--- config.mk ---
export PLATFORM = sky130hd
export DESIGN_NAME = bipartite_max_matching
export DESIGN_NICKNAME = d
export VERILOG_FILES = /design/src/rtl/core/bmm_pkg.sv /design/src/rtl/core/bmm_edge_mem.sv /design/src/rtl/core/bipartite_max_matching.sv
export SDC_FILE = /design/constraint.sdc
export NUM_CORES = 2
export LEC_CHECK = 0
export BUFFER_PORTS_ARGS = -buffer_cell sky130_fd_sc_hd__buf_4
export CORE_MARGIN = 3
export CORE_UTILIZATION = 65
export DETAILED_ROUTE_END_ITERATION = 16
export HOLD_SLACK_MARGIN = 0.12
export PLACE_DENSITY_LB_ADDON = 0.08
export SYNTH_ARGS = -nofsm -noshare
export SYNTH_HDL_FRONTEND = slang
export SYNTH_SLANG_ARGS = --single-unit
--- constraint.sdc ---
create_clock -name clk -period 13.7 [get_ports clk]
set_clock_uncertainty 0.05 [all_clocks]
set_input_delay 1.37 -clock clk [delete_from_list [all_inputs] [get_ports clk]]
set_output_delay 1.37 -clock clk [all_outputs]
set_load 0.05 [all_outputs]
--- src/rtl/core/bmm_pkg.sv ---
package bmm_pkg;

  localparam int MaxLeft = 32;
  localparam int MaxRight = 32;
  localparam int MaxEdges = 256;
  localparam int LW = 5;
  localparam int RW = 5;
  localparam int EW = 8;
  localparam int ECW = 9;
  localparam int CW = 6;
  localparam int SPW = 6;

  localparam logic CfgNumLeft = 1'b0;
  localparam logic CfgNumRight = 1'b1;

  typedef enum logic [4:0] {
    ST_LOAD,
    ST_INIT,
    ST_BFS_SEED,
    ST_BFS_POP,
    ST_BFS_SCAN,
    ST_BFS_WAIT,
    ST_BFS_CHK,
    ST_DFS_ROOT,
    ST_DFS_TOP,
    ST_DFS_SCAN,
    ST_DFS_WAIT,
    ST_DFS_CHK,
    ST_AUG_RD,
    ST_AUG_WAIT,
    ST_AUG_WR,
    ST_PHASE_END,
    ST_EMIT
  } state_t;

  typedef struct packed {
    logic           wr;
    logic [EW-1:0]  addr;
    logic [LW-1:0]  left;
    logic [RW-1:0]  right;
  } edge_wr_t;

  // Clamp a 6-bit register to 1..32.
  function automatic logic [CW-1:0] clamp_cnt(input logic [CW-1:0] v);
    logic [CW-1:0] r;
    r = v;
    if (v == '0) r = CW'(1);
    else if (v > CW'(32)) r = CW'(32);
    return r;
  endfunction

endpackage

--- src/rtl/core/bmm_edge_mem.sv ---
module bmm_edge_mem (
  input  logic                        clk,
  input  bmm_pkg::edge_wr_t           wr,
  input  logic [bmm_pkg::EW-1:0]      rd_addr,
  output logic [bmm_pkg::LW-1:0]      rd_left,
  output logic [bmm_pkg::RW-1:0]      rd_right
);

  logic [bmm_pkg::LW+bmm_pkg::RW-1:0] mem [bmm_pkg::MaxEdges];
  logic [bmm_pkg::LW+bmm_pkg::RW-1:0] q_r;

  always_ff @(posedge clk) begin
    if (wr.wr) begin
      mem[wr.addr] <= {wr.left, wr.right};
    end
    q_r <= mem[rd_addr];
  end

  assign rd_left = q_r[bmm_pkg::LW+bmm_pkg::RW-1:bmm_pkg::RW];
  assign rd_right = q_r[bmm_pkg::RW-1:0];

endmodule

--- src/rtl/core/bipartite_max_matching.sv ---
// Maximum bipartite matching (Hopcroft-Karp). Edges load at one transaction per
// cycle, while in_ready is high, into a 256-entry edge memory with one read
// port. On the transaction marked last_edge the block clears the matching and
// runs phases of BFS layering and explicit-stack layered DFS. Every neighbor
// lookup is a linear scan of the edge memory that, for each stored edge, issues
// the address, waits out the read latency and checks the entry. Compute time
// grows with phases x visited vertices x stored edges, plus seeding of num_left
// vertices per phase, and is set by that single read port. Results then stream
// out, one per right vertex; input is held off until the last result is taken.
module bipartite_max_matching (
  input  logic       clk,
  input  logic       rst_n,
  input  logic       cfg_we,
  input  logic       cfg_index,
  input  logic [5:0] cfg_data,
  input  logic       in_valid,
  output logic       in_ready,
  input  logic [4:0] in_left_vertex,
  input  logic [4:0] in_right_vertex,
  input  logic       in_edge_valid,
  input  logic       in_last_edge,
  output logic       out_valid,
  input  logic       out_ready,
  output logic [4:0] out_right_index,
  output logic       out_is_matched,
  output logic [4:0] out_partner_left,
  output logic [5:0] out_matching_size,
  output logic       out_edge_overflow,
  output logic       out_last_result
);

  localparam int LW = bmm_pkg::LW;
  localparam int EW = bmm_pkg::EW;
  localparam int ECW = bmm_pkg::ECW;
  localparam int CW = bmm_pkg::CW;
  localparam int SPW = bmm_pkg::SPW;

  bmm_pkg::state_t state_r, state_nxt;

  logic [CW-1:0]  num_left_r, num_right_r;
  logic [ECW-1:0] edge_total_r, edge_total_nxt;
  logic           ovf_r, ovf_nxt;
  logic [CW-1:0]  count_r, count_nxt;
  logic [CW-1:0]  flow_r, flow_nxt;

  // Small per-vertex state; partner kept as valid bit plus left index.
  logic [31:0]    rp_v_r, rp_v_nxt;
  logic [LW-1:0]  rp_l_r [32];
  logic [31:0]    lm_r, lm_nxt;
  logic [31:0]    vis_r, vis_nxt;
  logic [31:0]    lay_v_r, lay_v_nxt;
  logic [CW-1:0]  lay_r [32];

  // Layers strictly increase along the DFS path, so it never holds more
  // than one frame per left vertex.
  logic [LW-1:0]  q_r [32];
  logic [CW-1:0]  head_r, head_nxt, tail_r, tail_nxt;
  logic [LW-1:0]  stk_v_r [32];
  logic [ECW-1:0] stk_e_r [32];
  logic [SPW-1:0] sp_r, sp_nxt;

  logic [CW-1:0]  idx_r, idx_nxt;     // vertex loop index
  logic [LW-1:0]  cur_r, cur_nxt;     // vertex being scanned
  logic [ECW-1:0] k_r, k_nxt;         // scan position
  logic [4:0]     emit_r, emit_nxt;

  // Write requests for array state.
  logic           rp_we;  logic [4:0] rp_wa; logic [LW-1:0] rp_wd;
  logic           lay_we; logic [LW-1:0] lay_wa; logic [CW-1:0] lay_wd;
  logic           q_we;   logic [LW-1:0] q_wa;  logic [LW-1:0] q_wd;
  logic           sv_we;  logic [LW-1:0] sv_wa; logic [LW-1:0] sv_wd;
  logic           se_we;  logic [LW-1:0] se_wa; logic [ECW-1:0] se_wd;

  logic [CW-1:0]  n, m;
  bmm_pkg::edge_wr_t ewr;
  logic [EW-1:0]  rd_addr;
  logic [LW-1:0]  rd_left;
  logic [4:0]     rd_right;
  logic           in_acc, take;

  assign n = bmm_pkg::clamp_cnt(num_left_r);
  assign m = bmm_pkg::clamp_cnt(num_right_r);
  assign in_ready = (state_r == bmm_pkg::ST_LOAD);
  assign in_acc = in_valid && in_ready;
  assign take = in_acc && in_edge_valid && ({1'b0, in_left_vertex} < n)
                && ({1'b0, in_right_vertex} < m);

  always_comb begin
    ewr.wr = take && (edge_total_r < ECW'(bmm_pkg::MaxEdges));
    ewr.addr = edge_total_r[EW-1:0];
    ewr.left = in_left_vertex;
    ewr.right = in_right_vertex;
  end

  assign rd_addr = k_r[EW-1:0];

  bmm_edge_mem u_mem (
    .clk      (clk),
    .wr       (ewr),
    .rd_addr  (rd_addr),
    .rd_left  (rd_left),
    .rd_right (rd_right)
  );

  logic [SPW-1:0] top;
  logic [LW-1:0]  top_v;
  logic [LW-1:0]  pu;
  logic           edge_ok;
  assign top = sp_r - SPW'(1);
  assign top_v = stk_v_r[top[LW-1:0]];
  assign pu = rp_l_r[rd_right];
  assign edge_ok = (rd_left == cur_r) && ({1'b0, rd_right} < m);

  always_comb begin
    state_nxt = state_r;
    edge_total_nxt = edge_total_r;
    ovf_nxt = ovf_r;
    count_nxt = count_r;
    flow_nxt = flow_r;
    rp_v_nxt = rp_v_r;
    lm_nxt = lm_r;
    vis_nxt = vis_r;
    lay_v_nxt = lay_v_r;
    head_nxt = head_r;
    tail_nxt = tail_r;
    sp_nxt = sp_r;
    idx_nxt = idx_r;
    cur_nxt = cur_r;
    k_nxt = k_r;
    emit_nxt = emit_r;
    rp_we = 1'b0; rp_wa = '0; rp_wd = '0;
    lay_we = 1'b0; lay_wa = '0; lay_wd = '0;
    q_we = 1'b0; q_wa = '0; q_wd = '0;
    sv_we = 1'b0; sv_wa = '0; sv_wd = '0;
    se_we = 1'b0; se_wa = '0; se_wd = '0;
    case (state_r)
      bmm_pkg::ST_LOAD: begin
        if (take) begin
          if (edge_total_r < ECW'(bmm_pkg::MaxEdges)) begin
            edge_total_nxt = edge_total_r + ECW'(1);
          end else begin
            ovf_nxt = 1'b1;
          end
        end
        if (in_acc && in_last_edge) state_nxt = bmm_pkg::ST_INIT;
      end
      bmm_pkg::ST_INIT: begin
        rp_v_nxt = '0;
        lm_nxt = '0;
        count_nxt = '0;
        state_nxt = bmm_pkg::ST_BFS_SEED;
        idx_nxt = '0;
        tail_nxt = '0;
        head_nxt = '0;
        lay_v_nxt = '0;
      end
      // One vertex per cycle: free left vertices enter the queue at layer 0.
      bmm_pkg::ST_BFS_SEED: begin
        if (idx_r < n) begin
          if (!lm_r[idx_r[LW-1:0]]) begin
            q_we = 1'b1; q_wa = tail_r[LW-1:0]; q_wd = idx_r[LW-1:0];
            tail_nxt = tail_r + CW'(1);
            lay_v_nxt[idx_r[LW-1:0]] = 1'b1;
            lay_we = 1'b1; lay_wa = idx_r[LW-1:0]; lay_wd = '0;
          end
          idx_nxt = idx_r + CW'(1);
        end else begin
          state_nxt = bmm_pkg::ST_BFS_POP;
        end
      end
      bmm_pkg::ST_BFS_POP: begin
        if (head_r < tail_r) begin
          cur_nxt = q_r[head_r[LW-1:0]];
          head_nxt = head_r + CW'(1);
          k_nxt = '0;
          state_nxt = bmm_pkg::ST_BFS_SCAN;
        end else begin
          vis_nxt = '0;
          flow_nxt = '0;
          idx_nxt = '0;
          state_nxt = bmm_pkg::ST_DFS_ROOT;
        end
      end
      bmm_pkg::ST_BFS_SCAN: begin
        if (k_r < edge_total_r) state_nxt = bmm_pkg::ST_BFS_WAIT;
        else state_nxt = bmm_pkg::ST_BFS_POP;
      end
      bmm_pkg::ST_BFS_WAIT: state_nxt = bmm_pkg::ST_BFS_CHK;
      bmm_pkg::ST_BFS_CHK: begin
        if (edge_ok && rp_v_r[rd_right] && ({1'b0, pu} < n) && !lay_v_r[pu]
            && tail_r < CW'(bmm_pkg::MaxLeft)) begin
          q_we = 1'b1; q_wa = tail_r[LW-1:0]; q_wd = pu;
          tail_nxt = tail_r + CW'(1);
          lay_v_nxt[pu] = 1'b1;
          lay_we = 1'b1; lay_wa = pu; lay_wd = lay_r[cur_r] + CW'(1);
        end
        k_nxt = k_r + ECW'(1);
        state_nxt = bmm_pkg::ST_BFS_SCAN;
      end
      bmm_pkg::ST_DFS_ROOT: begin
        if (idx_r < n) begin
          if (!lm_r[idx_r[LW-1:0]]) begin
            sv_we = 1'b1; sv_wa = '0; sv_wd = idx_r[LW-1:0];
            se_we = 1'b1; se_wa = '0; se_wd = '0;
            sp_nxt = SPW'(1);
            vis_nxt[idx_r[LW-1:0]] = 1'b1;
            state_nxt = bmm_pkg::ST_DFS_TOP;
          end
          idx_nxt = idx_r + CW'(1);
        end else begin
          state_nxt = bmm_pkg::ST_PHASE_END;
        end
      end
      bmm_pkg::ST_DFS_TOP: begin
        if (sp_r == '0) begin
          state_nxt = bmm_pkg::ST_DFS_ROOT;
        end else begin
          cur_nxt = top_v;
          k_nxt = stk_e_r[top[LW-1:0]];
          state_nxt = bmm_pkg::ST_DFS_SCAN;
        end
      end
      bmm_pkg::ST_DFS_SCAN: begin
        if (k_r < edge_total_r) begin
          state_nxt = bmm_pkg::ST_DFS_WAIT;
        end else begin
          // Neighbors exhausted: pop and advance the parent's edge.
          sp_nxt = top;
          if (top != '0) begin
            se_we = 1'b1; se_wa = top[LW-1:0] - LW'(1);
            se_wd = stk_e_r[top[LW-1:0] - LW'(1)] + ECW'(1);
          end
          state_nxt = bmm_pkg::ST_DFS_TOP;
        end
      end
      bmm_pkg::ST_DFS_WAIT: state_nxt = bmm_pkg::ST_DFS_CHK;
      bmm_pkg::ST_DFS_CHK: begin
        if (!edge_ok) begin
          k_nxt = k_r + ECW'(1);
          state_nxt = bmm_pkg::ST_DFS_SCAN;
        end else begin
          se_we = 1'b1; se_wa = top[LW-1:0]; se_wd = k_r;
          if (!rp_v_r[rd_right]) begin
            flow_nxt = flow_r + CW'(1);
            state_nxt = bmm_pkg::ST_AUG_RD;
          end else if (({1'b0, pu} < n) && !vis_r[pu] && lay_v_r[pu]
                       && lay_v_r[top_v] && (lay_r[pu] == lay_r[top_v] + CW'(1))
                       && sp_r < SPW'(bmm_pkg::MaxLeft)) begin
            vis_nxt[pu] = 1'b1;
            sv_we = 1'b1; sv_wa = sp_r[LW-1:0]; sv_wd = pu;
            // Parent's frame edge is written through se above; the new
            // frame's edge is cleared to zero by push_frame in the same cycle.
            sp_nxt = sp_r + SPW'(1);
            state_nxt = bmm_pkg::ST_DFS_TOP;
          end else begin
            se_wd = k_r + ECW'(1);
            k_nxt = k_r + ECW'(1);
            state_nxt = bmm_pkg::ST_DFS_SCAN;
          end
        end
      end
      bmm_pkg::ST_AUG_RD: begin
        if (sp_r == '0) begin
          state_nxt = bmm_pkg::ST_DFS_ROOT;
        end else begin
          k_nxt = stk_e_r[top[LW-1:0]];
          state_nxt = bmm_pkg::ST_AUG_WAIT;
        end
      end
      bmm_pkg::ST_AUG_WAIT: state_nxt = bmm_pkg::ST_AUG_WR;
      bmm_pkg::ST_AUG_WR: begin
        rp_v_nxt[rd_right] = 1'b1;
        rp_we = 1'b1; rp_wa = rd_right; rp_wd = top_v;
        lm_nxt[top_v] = 1'b1;
        sp_nxt = top;
        state_nxt = bmm_pkg::ST_AUG_RD;
      end
      bmm_pkg::ST_PHASE_END: begin
        if (flow_r == '0) begin
          emit_nxt = '0;
          state_nxt = bmm_pkg::ST_EMIT;
        end else begin
          count_nxt = count_r + flow_r;
          idx_nxt = '0;
          tail_nxt = '0;
          head_nxt = '0;
          lay_v_nxt = '0;
          state_nxt = bmm_pkg::ST_BFS_SEED;
        end
      end
      bmm_pkg::ST_EMIT: begin
        if (out_ready) begin
          if ({1'b0, emit_r} + CW'(1) == m) begin
            edge_total_nxt = '0;
            ovf_nxt = 1'b0;
            state_nxt = bmm_pkg::ST_LOAD;
          end else begin
            emit_nxt = emit_r + 5'd1;
          end
        end
      end
      default: state_nxt = bmm_pkg::ST_LOAD;
    endcase
  end

  // A pushed frame starts its scan at edge zero.
  logic push_frame;
  assign push_frame = (state_r == bmm_pkg::ST_DFS_CHK) && sv_we;

  always_ff @(posedge clk) begin
    if (!rst_n) begin
      state_r <= bmm_pkg::ST_LOAD;
      num_left_r <= CW'(32);
      num_right_r <= CW'(32);
      edge_total_r <= '0;
      ovf_r <= 1'b0;
      count_r <= '0;
      flow_r <= '0;
      rp_v_r <= '0;
      lm_r <= '0;
      vis_r <= '0;
      lay_v_r <= '0;
      head_r <= '0;
      tail_r <= '0;
      sp_r <= '0;
      idx_r <= '0;
      cur_r <= '0;
      k_r <= '0;
      emit_r <= '0;
    end else begin
      if (cfg_we) begin
        if (cfg_index == bmm_pkg::CfgNumLeft) num_left_r <= cfg_data;
        else num_right_r <= cfg_data;
      end
      state_r <= state_nxt;
      edge_total_r <= edge_total_nxt;
      ovf_r <= ovf_nxt;
      count_r <= count_nxt;
      flow_r <= flow_nxt;
      rp_v_r <= rp_v_nxt;
      lm_r <= lm_nxt;
      vis_r <= vis_nxt;
      lay_v_r <= lay_v_nxt;
      head_r <= head_nxt;
      tail_r <= tail_nxt;
      sp_r <= sp_nxt;
      idx_r <= idx_nxt;
      cur_r <= cur_nxt;
      k_r <= k_nxt;
      emit_r <= emit_nxt;
    end
  end

  always_ff @(posedge clk) begin
    if (rp_we) rp_l_r[rp_wa] <= rp_wd;
    if (lay_we) lay_r[lay_wa] <= lay_wd;
    if (q_we) q_r[q_wa] <= q_wd;
    if (sv_we) stk_v_r[sv_wa] <= sv_wd;
    if (push_frame) stk_e_r[sp_r[LW-1:0]] <= '0;
    if (se_we) stk_e_r[se_wa] <= se_wd;
  end

  assign out_valid = (state_r == bmm_pkg::ST_EMIT);
  assign out_right_index = emit_r;
  assign out_is_matched = rp_v_r[emit_r];
  assign out_partner_left = rp_v_r[emit_r] ? rp_l_r[emit_r] : '0;
  assign out_matching_size = count_r;
  assign out_edge_overflow = ovf_r;
  assign out_last_result = ({1'b0, emit_r} + CW'(1) == m);

  a_stack_bound: assert property (@(posedge clk) disable iff (!rst_n)
    sp_r <= SPW'(bmm_pkg::MaxLeft))
    else $error("DFS stack pointer beyond capacity");
  a_queue_order: assert property (@(posedge clk) disable iff (!rst_n)
    head_r <= tail_r)
    else $error("BFS queue head passed tail");
  a_store_bound: assert property (@(posedge clk) disable iff (!rst_n)
    edge_total_r <= ECW'(bmm_pkg::MaxEdges))
    else $error("edge count beyond store");
  a_emit_end: assert property (@(posedge clk) disable iff (!rst_n)
    out_valid && out_ready && out_last_result |=> state_r == bmm_pkg::ST_LOAD)
    else $error("emission did not return to loading");
  a_count_bound: assert property (@(posedge clk) disable iff (!rst_n)
    count_r <= CW'(32))
    else $error("matching size too large");

endmodule

==> results.json <==
{
  "final_util_pct": 72.0,
  "ir_worst_vdd_uv": 185,
  "dp.cells": 11700,
  "finalHoldViolCount": 0,
  "synth_flop_cell": "edfxtp_1",
  "synth.top_cell.area_share_pct": 66.4,
  "grt_pass1_vias": 87300,
  "io_pins": 45,
  "final_cells": 12400,
  "gp_congestion": 1.04,
  "fin_crit_sh_pct": 80.8,
  "multiInputGateArea_mm2": 0.0462,
  "power_frac_comb_pct": 5.6,
  "num_vias": 89300,
  "power_density_mw_per_mm2": 138,
  "ys_ff_latch": 3755,
  "num_rows": 181,
  "clock_latency_ns": 0.99,
  "syn_area_mm2": 0.159,
  "pwr-share-seq_pct": 51.9,
  "synth_top_area_cell": "edfxtp_1",
  "clkTransAtPathRegs_ns": 0.06,
  "worst_pin_slew_ns": 1.43,
  "swShare_pct": 22.3,
  "intPower_mw": 18.8,
  "die-height_um": 501,
  "area_delta_synth_final_pct": 10.0,
  "rsz0062_at_grt": "false",
  "cts_buffer_depth": 4,
  "cts_buffers": 380,
  "tns_ns": 0,
  "ys_seq_area_share_pct": 69.4,
  "status": "finished clean",
  "finalPower_mw": 24.2,
  "synth.distinct_cells": 99,
  "drive_gt1_share_pct": 23.8,
  "yosys-top-cells-area": "edfxtp_1, mux4_2, dfxtp_1",
  "p_leak_nw": 51.3,
  "die-area_mm2": 0.251,
  "drc": 0,
  "start_util_pct": 65.4,
  "max_slew_margin_pct": 4.41,
  "synth_edf_count": 3520,
  "syn_nets": 8931,
  "cts_resized": 0,
  "htree_levels": 5,
  "drt_iter0_markers": 13400,
  "dp_hpwl_mm": 270,
  "numPortBuffers": 44,
  "cap_violations": 0,
  "fp.coreArea_mm2": 0.243,
  "avgViaCountPerCell": 7.22,
  "cp-end-kind": "register",
  "track_usage_pct": 35.4,
  "nets": 8961,
  "drv_slew": 0,
  "grt_max_degree": 216,
  "holdBufCountCts": 0,
  "cp.arrival_ns": 11.59,
  "fmax_mhz": 90.3,
  "fillerInstances": 14300,
  "die_x_um": 501,
  "fin_hold_ws_ns": 0.396,
  "yosysWarnings": 0,
  "antenna_found_initial": 25,
  "setup_viol": 0,
  "async_flop_share_pct": 0,
  "cts_tree": "built",
  "regArea_mm2": 0.110,
  "worst_setup_path_start_kind": "register",
  "p_switching_mw": 5.42,
  "cts_setup_buffers": 0,
  "grt_pass1_wl_mm": 635,
  "syn_inst": 8844,
  "cts-root-buf": "clkbuf_16",
  "crit_required_ns": 14.21,
  "cts_sinks": 3755,
  "critPathMaxFanout": 53,
  "first_pass_iters": 9,
  "fin_crit_ns": 11.08,
  "grt.overflow.total": 0,
  "hp-class": "register to register",
  "crit_type": "register to register",
  "clkPwrFrac_pct": 42.5,
  "routedWlPerCell_um": 35.4,
  "routed_wirelength_mm": 438,
  "ant_nets": 0,
  "synth.avg_cell_area_um2": 18.0
}
## state kept, by name, summed over array words and instances, names as in the netlist, 6 cells and up, named ones only
signal             cells
vis_r                 32
out_matching_size      6
flow_r                 6
tail_r                 6
edge_total_r           9
num_left_r             6
rp_l_r               160
rp_v_r                32
u_mem.mem           2560
u_mem.q_r             10
stk_v_r              160
lay_v_r               32
sp_r                   6
idx_r                  6
num_right_r            6
lay_r                192
q_r                  160
head_r                 6
stk_e_r              288
lm_r                  32
k_r                    9
## power by group through the flow
stage / combinational, mW / clock (mW) / sequential (mW)
after CTS: 1.33 / 10.4 / 12.6
after floorplan: 0.694 / 0 / 12.8
after detailed placement: 1.32 / 0 / 12.8
after global routing: 1.41 / 10.8 / 12.6
after global placement: 1.31 / 0 / 12.8
final: 1.36 / 10.3 / 12.6
## cell usage after synthesis, types with 56 or more instances
cell type,count
nand3_1,203
clkbuf_1,373
nor2_1,692
nand2_1,475
a22oi_1,56
a21oi_1,519
o22ai_1,62
buf_1,119
dfxtp_1,235
o21ai_0,166
edfxtp_1,3520
ha_1,62
mux4_2,1213
buf_2,64
mux2i_1,266
## area by class of cell
class	instances	area share, %
multi-input cells	4432	26.4
clock inverters	223	1.34
well taps	3202	2.29
repair buffers	254	1.17
clock buffers	446	5.64
flip-flops and latches	3755	63.0
diodes	10	0.0143
inverters	51	0.116
## final timing paths
path	from	endpoint	slack, ns	cells after the start
hold / removal	vis_r[0]$_SDFFE_PN0P_	vis_r[0]$_SDFFE_PN0P_	0.40	2
setup reg to reg	sp_r[0]$_SDFFE_PN0P_	stk_e_r[7][2]$_SDFFCE_PN0P_	2.62	20
hold reg to reg	vis_r[0]$_SDFFE_PN0P_	vis_r[0]$_SDFFE_PN0P_	0.40	2
setup / recovery	sp_r[0]$_SDFFE_PN0P_	stk_e_r[7][2]$_SDFFCE_PN0P_	2.62	20
## critical path, cell delays in order, from the launching register on
cell       delay (ns)
dfxtp_4          0.83
inv_1            0.77
ha_1             0.59
xor2_4           0.17
buf_4            0.49
mux4_2           0.58
mux2i_1          0.55
a22oi_1          0.49
nand2_2          0.86
buf_4            0.42
o32ai_1          0.13
o21ai_0          0.43
nor4bb_1         0.80
nand2_1          0.28
nor4_2           0.34
xnor2_1          0.29
o2111ai_4        0.45
nor3_4           0.23
buf_4            0.34
nand2_1          0.38
o21ai_0          1.11
## cells in the final DEF (no fill, tap or decap), types with 22 or more instances in the layout
cell,count
a211oi_1,44
a21oi_1,517
a22oi_1,54
a31oi_1,27
and2_1,34
and3_1,32
buf_4,238
bufinv_16,44
clkbuf_1,58
clkbuf_16,383
clkinv_1,68
clkinv_2,69
dfxtp_1,222
edfxtp_1,3520
ha_1,61
inv_1,45
mux2_2,43
mux2i_1,266
mux4_2,1213
nand2_1,454
nand2_2,22
nand2b_1,22
nand3_1,198
nand4_1,28
nor2_1,685
nor2b_1,24
nor3_1,41
nor4_1,25
o211ai_1,25
o21ai_0,165
o21ai_1,22
o22ai_1,62
xnor2_1,32
xor2_1,26
## per-layer routing
metal	share of wire (%)	routed length, um	GRT usage, %	vias to the layer above
met3	11	49800	8.28	951
li1	-	-	-	36100
met1	38	164000	51.5	46200
met5	0.025	109	0	-
met4	4.1	17800	12.2	18
met2	47	206000	53.9	6044
## kinds of logic (layout without fill, tap and decap cells)
logic type | count (synthesis) | count (layout) | synth area share, %
buf+inv | 657 | 974 | 1.75
fa+ha+maj | 63 | 63 | 0.500
simple gates | 1689 | 1689 | 4.78
compound gates | 1092 | 1092 | 4.08
mux | 1525 | 1525 | 19.2
xor+xnor | 63 | 63 | 0.356
flops | 3755 | 3755 | 69.4
other cells | 0 | 10 | 0
## stage by stage
stage,instance area [um2],worst slack [ns]
final,175000,2.62
after global routing,175000,2.39
after CTS,175000,2.99
after detailed placement,163000,3.01
after global placement,163000,3.30
after floorplan,159000,6.59
No activity file was read; power rests on OpenSTA's default activity.
